<file path="config.mk">
export PLATFORM = sky130hd
export DESIGN_NAME = ring_key_alu_top
export DESIGN_NICKNAME = d
export VERILOG_FILES = /design/src/rtl/rka_pkg.sv /design/src/rtl/ring_key_alu_top.sv
export SDC_FILE = /design/constraint.sdc
export NUM_CORES = 1
export LEC_CHECK = 0
export ABC_AREA = 1
export BUFFER_PORTS_ARGS = -buffer_cell sky130_fd_sc_hd__clkbuf_2
export CAP_MARGIN = 10
export CORE_MARGIN = 2
export CORE_UTILIZATION = 55
export CTS_BUF_LIST = sky130_fd_sc_hd__clkbuf_8
export CTS_CLUSTER_SIZE = 40
export DETAILED_ROUTE_END_ITERATION = 12
export HOLD_SLACK_MARGIN = 0.08
export PLACE_DENSITY = 0.77
export SETUP_SLACK_MARGIN = 0.02
export SLEW_MARGIN = 20
export SYNTH_ARGS = -nofsm -noshare
export SYNTH_HDL_FRONTEND = slang
export SYNTH_SLANG_ARGS = --single-unit
export TNS_END_PERCENT = 50
</file>
<file path="constraint.sdc">
create_clock -name clk_i -period 14.7 [get_ports clk_i]
set_clock_uncertainty 0.05 [all_clocks]
set_input_delay 2.205 -clock clk_i [delete_from_list [all_inputs] [get_ports clk_i]]
set_output_delay 2.205 -clock clk_i [all_outputs]
set_load 0.02 [all_outputs]
</file>
<file path="src/rtl/rka_pkg.sv">
// Types, action codes and a helper function shared by the ring key ALU.
package rka_pkg;

  localparam int unsigned FieldBits = 64;
  localparam int unsigned ActBits   = 5;
  localparam int unsigned PosBits   = 6;

  typedef enum logic [ActBits-1:0] {
    ACT_ADD       = 5'd0,
    ACT_SUB       = 5'd1,
    ACT_INC       = 5'd2,
    ACT_DEC       = 5'd3,
    ACT_LT        = 5'd4,
    ACT_LE        = 5'd5,
    ACT_GT        = 5'd6,
    ACT_GE        = 5'd7,
    ACT_EQ        = 5'd8,
    ACT_NE        = 5'd9,
    ACT_SUCC      = 5'd10,
    ACT_PRED      = 5'd11,
    ACT_TOPBIT    = 5'd12,
    ACT_IV_OPEN   = 5'd13,
    ACT_IV_CLOSED = 5'd14,
    ACT_IV_LEFT   = 5'd15,
    ACT_IV_RIGHT  = 5'd16
  } action_e;

  typedef struct packed {
    logic [ActBits-1:0]   action;
    logic [FieldBits-1:0] own_key;
    logic [FieldBits-1:0] other_key;
    logic [FieldBits-1:0] upper_bound;
    logic [PosBits-1:0]   shift_amount;
  } req_t;

  typedef struct packed {
    logic [FieldBits-1:0] key_out;
    logic                 flag_out;
    logic [PosBits-1:0]   top_position;
  } rsp_t;

  // Binary-search priority encoder: six halving steps; zero gives zero.
  function automatic logic [PosBits-1:0] top_bit_pos(input logic [FieldBits-1:0] k);
    logic [FieldBits-1:0] v;
    logic [PosBits-1:0]   pos;
    v   = k;
    pos = '0;
    if (|v[63:32]) begin
      pos[5] = 1'b1;
      v      = v >> 32;
    end
    if (|v[31:16]) begin
      pos[4] = 1'b1;
      v      = v >> 16;
    end
    if (|v[15:8]) begin
      pos[3] = 1'b1;
      v      = v >> 8;
    end
    if (|v[7:4]) begin
      pos[2] = 1'b1;
      v      = v >> 4;
    end
    if (|v[3:2]) begin
      pos[1] = 1'b1;
      v      = v >> 2;
    end
    if (v[1]) begin
      pos[0] = 1'b1;
    end
    return pos;
  endfunction

endpackage

</file>
<file path="src/rtl/ring_key_alu_top.sv">
// Ring key ALU: modular key arithmetic, compares, top bit and ring interval tests.
//
// Usage:
//   Requests enter on in_req_i with in_valid_i/in_ready_o; each carries an
//   action code, the own key, a second key or lower bound, an upper bound and
//   a shift amount. Exactly one response leaves on out_rsp_o with
//   out_valid_o/out_ready_i for every request, in request order.
//   Only the low KEY_BITS bits of each key take part; key_out is zero above.
//   Path: an accepted request goes into the input register, then through
//   one pass of the adder, comparators and priority encoder into the
//   response register, whose valid flag drives out_valid_o.
//   Throughput: one request per cycle while out_ready_i stays high; the
//   single adder/compare pass between the two registers sets that figure.
//   Stall: when out_ready_i is low the response register holds, the input
//   register fills and holds, and in_ready_o drops once both are full.
//   Reset: rst_ni clears both valid flags; no response is pending after it.
module ring_key_alu_top #(
  parameter int unsigned KEY_BITS = 64
) (
  input  logic          clk_i,
  input  logic          rst_ni,
  input  logic          in_valid_i,
  output logic          in_ready_o,
  input  rka_pkg::req_t in_req_i,
  output logic          out_valid_o,
  input  logic          out_ready_i,
  output rka_pkg::rsp_t out_rsp_o
);

  typedef logic [KEY_BITS-1:0] key_t;

  rka_pkg::req_t req_q;
  logic          req_valid_q;
  rka_pkg::rsp_t res_q, res_d;
  logic          res_valid_q;
  logic          res_ready;

  assign res_ready  = !res_valid_q || out_ready_i;
  assign in_ready_o = !req_valid_q || res_ready;

  always_ff @(posedge clk_i or negedge rst_ni) begin
    if (!rst_ni) begin
      req_valid_q <= 1'b0;
    end else if (in_ready_o) begin
      req_valid_q <= in_valid_i;
    end
  end

  always_ff @(posedge clk_i) begin
    if (in_ready_o && in_valid_i) begin
      req_q <= in_req_i;
    end
  end

  // Datapath on the registered request
  key_t own, other, upper, power, addend, sum;
  logic sub_sel;
  logic lt, eq, gt_b, lt_b, eq_ab, a_lt_b;
  logic iv_open, iv_closed, iv_left, iv_right;

  assign own   = req_q.own_key[KEY_BITS-1:0];
  assign other = req_q.other_key[KEY_BITS-1:0];
  assign upper = req_q.upper_bound[KEY_BITS-1:0];
  assign power = (32'(req_q.shift_amount) < KEY_BITS) ?
                 (key_t'(1) << req_q.shift_amount) : '0;

  always_comb begin
    addend  = other;
    sub_sel = 1'b0;
    case (req_q.action)
      rka_pkg::ACT_ADD:  addend = other;
      rka_pkg::ACT_SUB: begin
        addend  = other;
        sub_sel = 1'b1;
      end
      rka_pkg::ACT_INC:  addend = key_t'(1);
      rka_pkg::ACT_DEC: begin
        addend  = key_t'(1);
        sub_sel = 1'b1;
      end
      rka_pkg::ACT_SUCC: addend = power;
      rka_pkg::ACT_PRED: begin
        addend  = power;
        sub_sel = 1'b1;
      end
      default: addend = other;
    endcase
  end

  // Shared adder: subtract by adding the complement plus one
  assign sum = own + (sub_sel ? ~addend : addend) + key_t'(sub_sel);

  assign lt     = own < other;
  assign eq     = own == other;
  assign lt_b   = own < upper;
  assign gt_b   = own > upper;
  assign eq_ab  = other == upper;
  assign a_lt_b = other < upper;

  // Plain arc when a < b, wrapping arc when a > b, full ring when equal (open excludes a)
  always_comb begin
    logic above_open, above_closed, below_open, below_closed;
    above_open   = !lt && !eq;
    above_closed = !lt;
    below_open   = lt_b;
    below_closed = !gt_b;
    if (eq_ab) begin
      iv_open   = !eq;
      iv_closed = 1'b1;
      iv_left   = 1'b1;
      iv_right  = 1'b1;
    end else if (a_lt_b) begin
      iv_open   = above_open && below_open;
      iv_closed = above_closed && below_closed;
      iv_left   = above_closed && below_open;
      iv_right  = above_open && below_closed;
    end else begin
      iv_open   = above_open || below_open;
      iv_closed = above_closed || below_closed;
      iv_left   = above_closed || below_open;
      iv_right  = above_open || below_closed;
    end
  end

  always_comb begin
    res_d = '0;
    case (req_q.action)
      rka_pkg::ACT_ADD, rka_pkg::ACT_SUB, rka_pkg::ACT_INC, rka_pkg::ACT_DEC,
      rka_pkg::ACT_SUCC, rka_pkg::ACT_PRED:
        res_d.key_out = rka_pkg::FieldBits'(sum);
      rka_pkg::ACT_LT:        res_d.flag_out = lt;
      rka_pkg::ACT_LE:        res_d.flag_out = lt || eq;
      rka_pkg::ACT_GT:        res_d.flag_out = !lt && !eq;
      rka_pkg::ACT_GE:        res_d.flag_out = !lt;
      rka_pkg::ACT_EQ:        res_d.flag_out = eq;
      rka_pkg::ACT_NE:        res_d.flag_out = !eq;
      rka_pkg::ACT_TOPBIT:
        res_d.top_position = rka_pkg::top_bit_pos(rka_pkg::FieldBits'(own));
      rka_pkg::ACT_IV_OPEN:   res_d.flag_out = iv_open;
      rka_pkg::ACT_IV_CLOSED: res_d.flag_out = iv_closed;
      rka_pkg::ACT_IV_LEFT:   res_d.flag_out = iv_left;
      rka_pkg::ACT_IV_RIGHT:  res_d.flag_out = iv_right;
      default:                res_d = '0;
    endcase
  end

  always_ff @(posedge clk_i or negedge rst_ni) begin
    if (!rst_ni) begin
      res_valid_q <= 1'b0;
    end else if (res_ready) begin
      res_valid_q <= req_valid_q;
    end
  end

  always_ff @(posedge clk_i) begin
    if (res_ready && req_valid_q) begin
      res_q <= res_d;
    end
  end

  assign out_valid_o = res_valid_q;
  assign out_rsp_o   = res_q;

`ifndef NO_ASSERTIONS
  // An accepted request lands in the input register
  a_req_load: assert property (@(posedge clk_i) disable iff (!rst_ni)
    in_valid_i && in_ready_o |=> req_valid_q)
    else $error("accepted request not captured");

  // A request moving on always produces a response
  a_res_load: assert property (@(posedge clk_i) disable iff (!rst_ni)
    req_valid_q && res_ready |=> res_valid_q)
    else $error("request dropped between stages");

  // A blocked input register must hold its request
  a_req_hold: assert property (@(posedge clk_i) disable iff (!rst_ni)
    req_valid_q && !res_ready |=> req_valid_q && $stable(req_q))
    else $error("stalled request changed");

  // The key output is zero whenever the flag or the top position is nonzero
  a_one_field: assert property (@(posedge clk_i) disable iff (!rst_ni)
    res_valid_q && (res_q.flag_out || (res_q.top_position != '0))
      |-> res_q.key_out == '0)
    else $error("response mixes key and flag or position");
`endif

endmodule
</file>
## Word-level counts from Yosys, hierarchy flattened

Cells that the tools add are included.

- Magnitude comparators: 4
- Divide/modulo/power cells: 0
- Multipliers: 0
- Reduce and logical (&&, ||, !) cells: 29
- Muxes and demuxes: 28
- Shifts and indexed selects: 1
- Equality and inequality tests: 18
- Add/subtract/negate cells: 2
- Bitwise logic cells: 1

Operators by type and width:

| kind | number |
|---|---|
| < comparator 64 bit | 3 |
| == test 64 bit | 2 |
| case mux 64 bit (2 select lines) | 1 |
| adder 64 x 1 -> 64 bit | 1 |
| adder 64 bit | 1 |
| > comparator 64 bit | 1 |
| 2-to-1 mux 32 bit | 2 |
| 2-to-1 mux 64 bit | 1 |
| inverter 64 bit | 1 |
| << shifter 1 x 6 -> 64 bit (first input constant) | 1 |
| == test 5 x 4 -> 1 bit (second input constant) | 8 |
| 2-to-1 mux 16 bit | 2 |
| OR reduction 32 bit | 1 |
| == test 5 x 3 -> 1 bit (second input constant) | 4 |
| 2-to-1 mux 8 bit | 2 |
| OR reduction 16 bit | 1 |
| 2-to-1 mux 1 bit | 15 |
| == test 5 x 2 -> 1 bit (second input constant) | 2 |
| case mux 1 bit (10 select lines) | 1 |
| 2-to-1 mux 4 bit | 2 |
| OR reduction 8 bit | 1 |
| logical AND 1 bit | 7 |
| logical OR 1 bit | 7 |
| OR reduction 2 bit | 3 |
| 8 further kinds | 13 |

- Register bits: 276
- Logic and storage cells: 93
- Memories: 0
- RAM bits: 0
- Latch bits: 0
- Bits in read-only memories: 0

## Longest topological paths before layout

- Depth after elaboration: 16
- Depth in mapped cells: 28
- Depth with buffers taken out: 28

## Worst setup path before layout

OpenSTA, ideal clock, no wires.

- Kind: input port to flip-flop
- Start point: input out_ready_i
- End point: register req_q, in the netlist other[0], enable pin
- Buffers on the path: 0
- Arrival: 6.497 ns
- Library setup time: 0.555 ns
- Cell stages on the path: 4
- Required time: 14.095 ns
- Setup slack: 7.599 ns
- Cell sequence: inv_1 > nand3_1 > nand2_1 > inv_1

- Longest elaborated chain between the ends: 3

Ends and longest elaborated chain:

| element | line | RTL |
|---|---|---|
| start, declared | ring_key_alu_top.sv:26 | `input logic out_ready_i,` |
| logical OR 1 bit | ring_key_alu_top.sv:38 | `assign res_ready = !res_valid_q \|\| out_ready_i;` |
| logical OR 1 bit | ring_key_alu_top.sv:39 | `assign in_ready_o = !req_valid_q \|\| res_ready;` |
| net in_ready_o | ring_key_alu_top.sv:23 | `output logic in_ready_o,` |
| logical AND 1 bit | ring_key_alu_top.sv:50 | `if (in_ready_o && in_valid_i) begin` |
| end signal, assigned | ring_key_alu_top.sv:51 | `req_q <= in_req_i;` |
| end, declared | ring_key_alu_top.sv:32 | `rka_pkg::req_t req_q;` |

The timed path passes the listed nets, and every way through them passes these cells.
A chain may end at the register's enable or synchronous reset.

## Final worst setup path

- Start point: register req_q[202] in the netlist's numbering
- End point: register res_q, in the netlist out_rsp_o[59], data pin

- Longest elaborated chain between the ends: 7

Ends and longest elaborated chain:

| element | line | RTL |
|---|---|---|
| == test 5 x 4 -> 1 bit or == test 5 x 2 -> 1 bit (tied branches) | ring_key_alu_top.sv:70, ring_key_alu_top.sv:127 |  |
| OR reduction 2 bit (no source line) | - |  |
| case mux 64 bit (2 select lines) | ring_key_alu_top.sv:70 | `case (req_q.action)` |
| inverter 64 bit | ring_key_alu_top.sv:91 | `assign sum = own + (sub_sel ? ~addend : addend) + key_t'(sub_sel);` |
| 2-to-1 mux 64 bit | ring_key_alu_top.sv:91 |  |
| adder 64 bit | ring_key_alu_top.sv:91 |  |
| adder 64 x 1 -> 64 bit | ring_key_alu_top.sv:91 |  |
| end signal, assigned | ring_key_alu_top.sv:157 | `res_q <= res_d;` |
| end, declared | ring_key_alu_top.sv:34 | `rka_pkg::rsp_t res_q, res_d;` |

Several ways; a longest one is shown, not always the timed one.

==> impl_metrics.env <==
export IMPL_syn_to_final_growth_pct=14.14
export IMPL_drive_above_1_share=0.1429
export IMPL_hold_path_class="flip-flop to flip-flop"
export IMPL_register_area_um2=8278
export IMPL_ios=280
export IMPL_cts_root_buffer="clkbuf_8"
export IMPL_path_delay_family="buffers and inverters"
export IMPL_grt_max_degree=101
export IMPL_antennaDiodeCount=0
export IMPL_cts_hold_fix_buffers=0
export IMPL_antenna_found_initial=0
export IMPL_detail_route_wirelength_um=65040
export IMPL_finalSetupViolCount=0
export IMPL_cts_buffers=44
export IMPL_multi_input_area_um2=9987
export IMPL_gp_congestion=1.050
export IMPL_io_buffers=279
export IMPL_r2r_slack_ns=8.65
export IMPL_slowest_delay_ns=0.71
export IMPL_via_per_inst=5.878
export IMPL_post_route_util=0.6363
export IMPL_critPathBufInv=8
export IMPL_slew_headroom=0.3716
export IMPL_post_cts_setup_buffers=0
export IMPL_fin_crit_ns=6.049
export IMPL_cp_data_arrival_time_ns=6.37
export IMPL_peakVddDrop_mv=0.09269
export IMPL_grt_ovfl_total=0
export IMPL_total_leakage_power_nw=10.69
export IMPL_cp_start_kind="flip-flop"
export IMPL_die_y_um=193.9
export IMPL_grt_pass1_vias=17550
export IMPL_drv_cap=0
export IMPL_syn_nets=2724
export IMPL_track_usage=0.3416
export IMPL_critPathSlowestCell="buf_4"
export IMPL_path_max_fanout=67
export IMPL_place_ws_ns=8.775
export IMPL_yosysWarnings=0
export IMPL_core_um2=35570
export IMPL_drt_iter0_drc=1852
export IMPL_synth_cells=2262
export IMPL_htree_levels=2
export IMPL_start_util=0.5575
export IMPL_status="completed"
export IMPL_ys_types=54
export IMPL_hpwl_um=53460
export IMPL_setup_ws_ns=8.651
export IMPL_synth_edf_count=274
export IMPL_criticalPathCategory="flip-flop to flip-flop"
export IMPL_drc_errors=0
export IMPL_clockBufferDepth=3
export IMPL_finalNetCount=3022
export IMPL_finalHoldViolCount=0
export IMPL_grt_pass1_wl_um=98350
export IMPL_cts_sinks=276
export IMPL_endpoint_kind="flip-flop"
export IMPL_worstMarginPinSlew_ns=0.9416
export IMPL_post_cts_resize_count=0
export IMPL_yosysSeqAreaShare=0.4174
export IMPL_ant_nets=0
export IMPL_required_ns=15.02
export IMPL_die_w_um=193.9
export IMPL_netlist_area_um2=19830
export IMPL_nFillCells=3002
export IMPL_p_per_area_nw_per_um2=107.9
export IMPL_wl_per_cell_um=21.28
export IMPL_avgSynthCellArea_um2=8.767
export IMPL_synth_flop_cell="edfxtp_1"
export IMPL_dr_pass1_iters=6
export IMPL_cts_tree="done"
export IMPL_num_vias=17970
export IMPL_rsz0062_at_grt="no"
export IMPL_dieArea_um2=37590
export IMPL_clk_latency_ns=0.62
export IMPL_row_count=69
export IMPL_async_flop_share=0.007246
export IMPL_fin_crit_sh=0.4115
export IMPL_tns_ns=0
export IMPL_fmax_mhz=165.3
export IMPL_yosys_register_bits=276
export IMPL_clk_pin_slew_worst_paths_ns=0.06
export IMPL_cpMostUsedCell="nand2_1"
export IMPL_slew_violations=0
## layout by cell type, fill, tap and decap left out, types with 4 or more instances in the layout
master     count
clkinv_1      13
a211oi_1       9
o21ai_0       79
a21boi_0       5
o21ai_2        6
nand4_1       37
nor2_1       210
ha_1         254
o31ai_1        5
o2111ai_1      7
bufinv_16      5
o21a_1        45
inv_2          4
nand3_1       73
mux2i_1        9
o22ai_1       62
nor3_1        27
xnor2_1        6
buf_4          7
inv_1        389
clkbuf_2     279
clkinv_2       4
xor2_1        65
nor2_2         6
edfxtp_1     274
o21ai_1       10
a31oi_1       29
nor4_1        13
nand2_1      319
o221ai_1       6
a21oi_1      248
clkbuf_8      44
## final cells by class
| class | count | share of cell area |
|---|---|---|
| multi-input combinational | 1570 | 0.4412 |
| sequential | 276 | 0.3657 |
| timing repair buffer | 286 | 0.06401 |
| inverter | 382 | 0.06357 |
| clock buffer | 44 | 0.02676 |
| tap | 461 | 0.02548 |
| clock inverter | 38 | 0.01321 |
## cell usage after synthesis (29+ instances only)
cell / instances / area [um^2]
a31oi_1: 29 / 181.4
o22ai_1: 62 / 387.9
a21oi_1: 249 / 1246
nand2_1: 319 / 1197
nor2_1: 210 / 788.3
inv_1: 378 / 1419
nand4_1: 37 / 231.5
o21a_1: 45 / 337.8
xor2_1: 65 / 569.3
o21ai_0: 79 / 395.4
nand3_1: 73 / 365.4
ha_1: 254 / 3178
edfxtp_1: 274 / 8228
## kinds of logic after synthesis
kind of cell	count (synthesis)	share of synthesized area
xor+xnor	71	0.03136
buf+inv	416	0.07975
mux	9	0.004543
compound gates	535	0.1564
fa+ha+maj	255	0.1613
flops	276	0.4174
simple gates	700	0.1492
## registers in the layout, indices dropped and copies added, names as in the netlist
signal,count
req_valid_q,1
req_q,11
upper,64
out_valid_o,1
out_rsp_o,71
own,64
other,64
## power breakdown
part	leakage (nW)	total (mW)	switching, mW	internal [mW]
Sequential	2.68	1.02	0.0644	0.956
Clock	0.498	0.683	0.312	0.371
Combinational	7.51	0.738	0.488	0.251
Total	10.7	2.44	0.864	1.58
## through the flow
| step | instances | total power, mW | cell area (um^2) | hold WS [ns] |
|---|---|---|---|---|
| 2_1_floorplan | 2262 | 1.513 | 19830 | 0.3971 |
| 3_3_place_gp | 2975 | 1.732 | 21730 | 0.4371 |
| 3_5_place_dp | 2975 | 1.752 | 21730 | 0.4573 |
| 4_1_cts | 3057 | 2.438 | 22630 | 0.4763 |
| 5_1_grt | 3057 | 2.571 | 22630 | 0.4992 |
| 6_report | 3057 | 2.442 | 22630 | 0.4746 |
## worst reg2reg max path, cell delays in order, from the launching register on
cell,delay [ns]
edfxtp_1,0.48
inv_2,0.11
nand2_1,0.12
nor2_4,0.10
buf_4,0.54
inv_2,0.06
nand2_1,0.09
buf_4,0.31
inv_2,0.40
nor2_8,0.28
buf_4,0.71
xor2_1,0.17
ha_1,0.38
a21oi_1,0.16
a21boi_1,0.32
o21bai_1,0.15
a21boi_0,0.25
inv_1,0.13
a21o_1,0.23
a21oi_1,0.18
inv_1,0.11
nand3_1,0.08
nand2_1,0.08
a21oi_1,0.17
nand2_1,0.07
nand2_1,0.06
nor2_1,0.04
## per-layer routing
layer | global-route usage | part of all wire | vias to the layer above
met4 | 0.1529 | 0.045 | 0
met1 | 0.4675 | 0.42 | 8370
met3 | 0.06592 | 0.098 | 166
met5 | 0 | 0 | -
li1 | - | - | 8487
met2 | 0.5292 | 0.44 | 946
## worst paths after layout
| path | startpoint | endpoint | cells after the start |
|---|---|---|---|
| worst max-delay path | req_q[202] | out_rsp_o[59] | 26 |
| worst min-delay path | req_valid_q | out_valid_o | 2 |
| worst max register to register | req_q[202] | out_rsp_o[59] | 26 |
| worst min register to register | req_valid_q | out_valid_o | 2 |
| max in group asynchronous | rst_ni | out_valid_o | 1 |
| min in group asynchronous | rst_ni | req_valid_q | 1 |
Power figures use the tool's default switching activity.
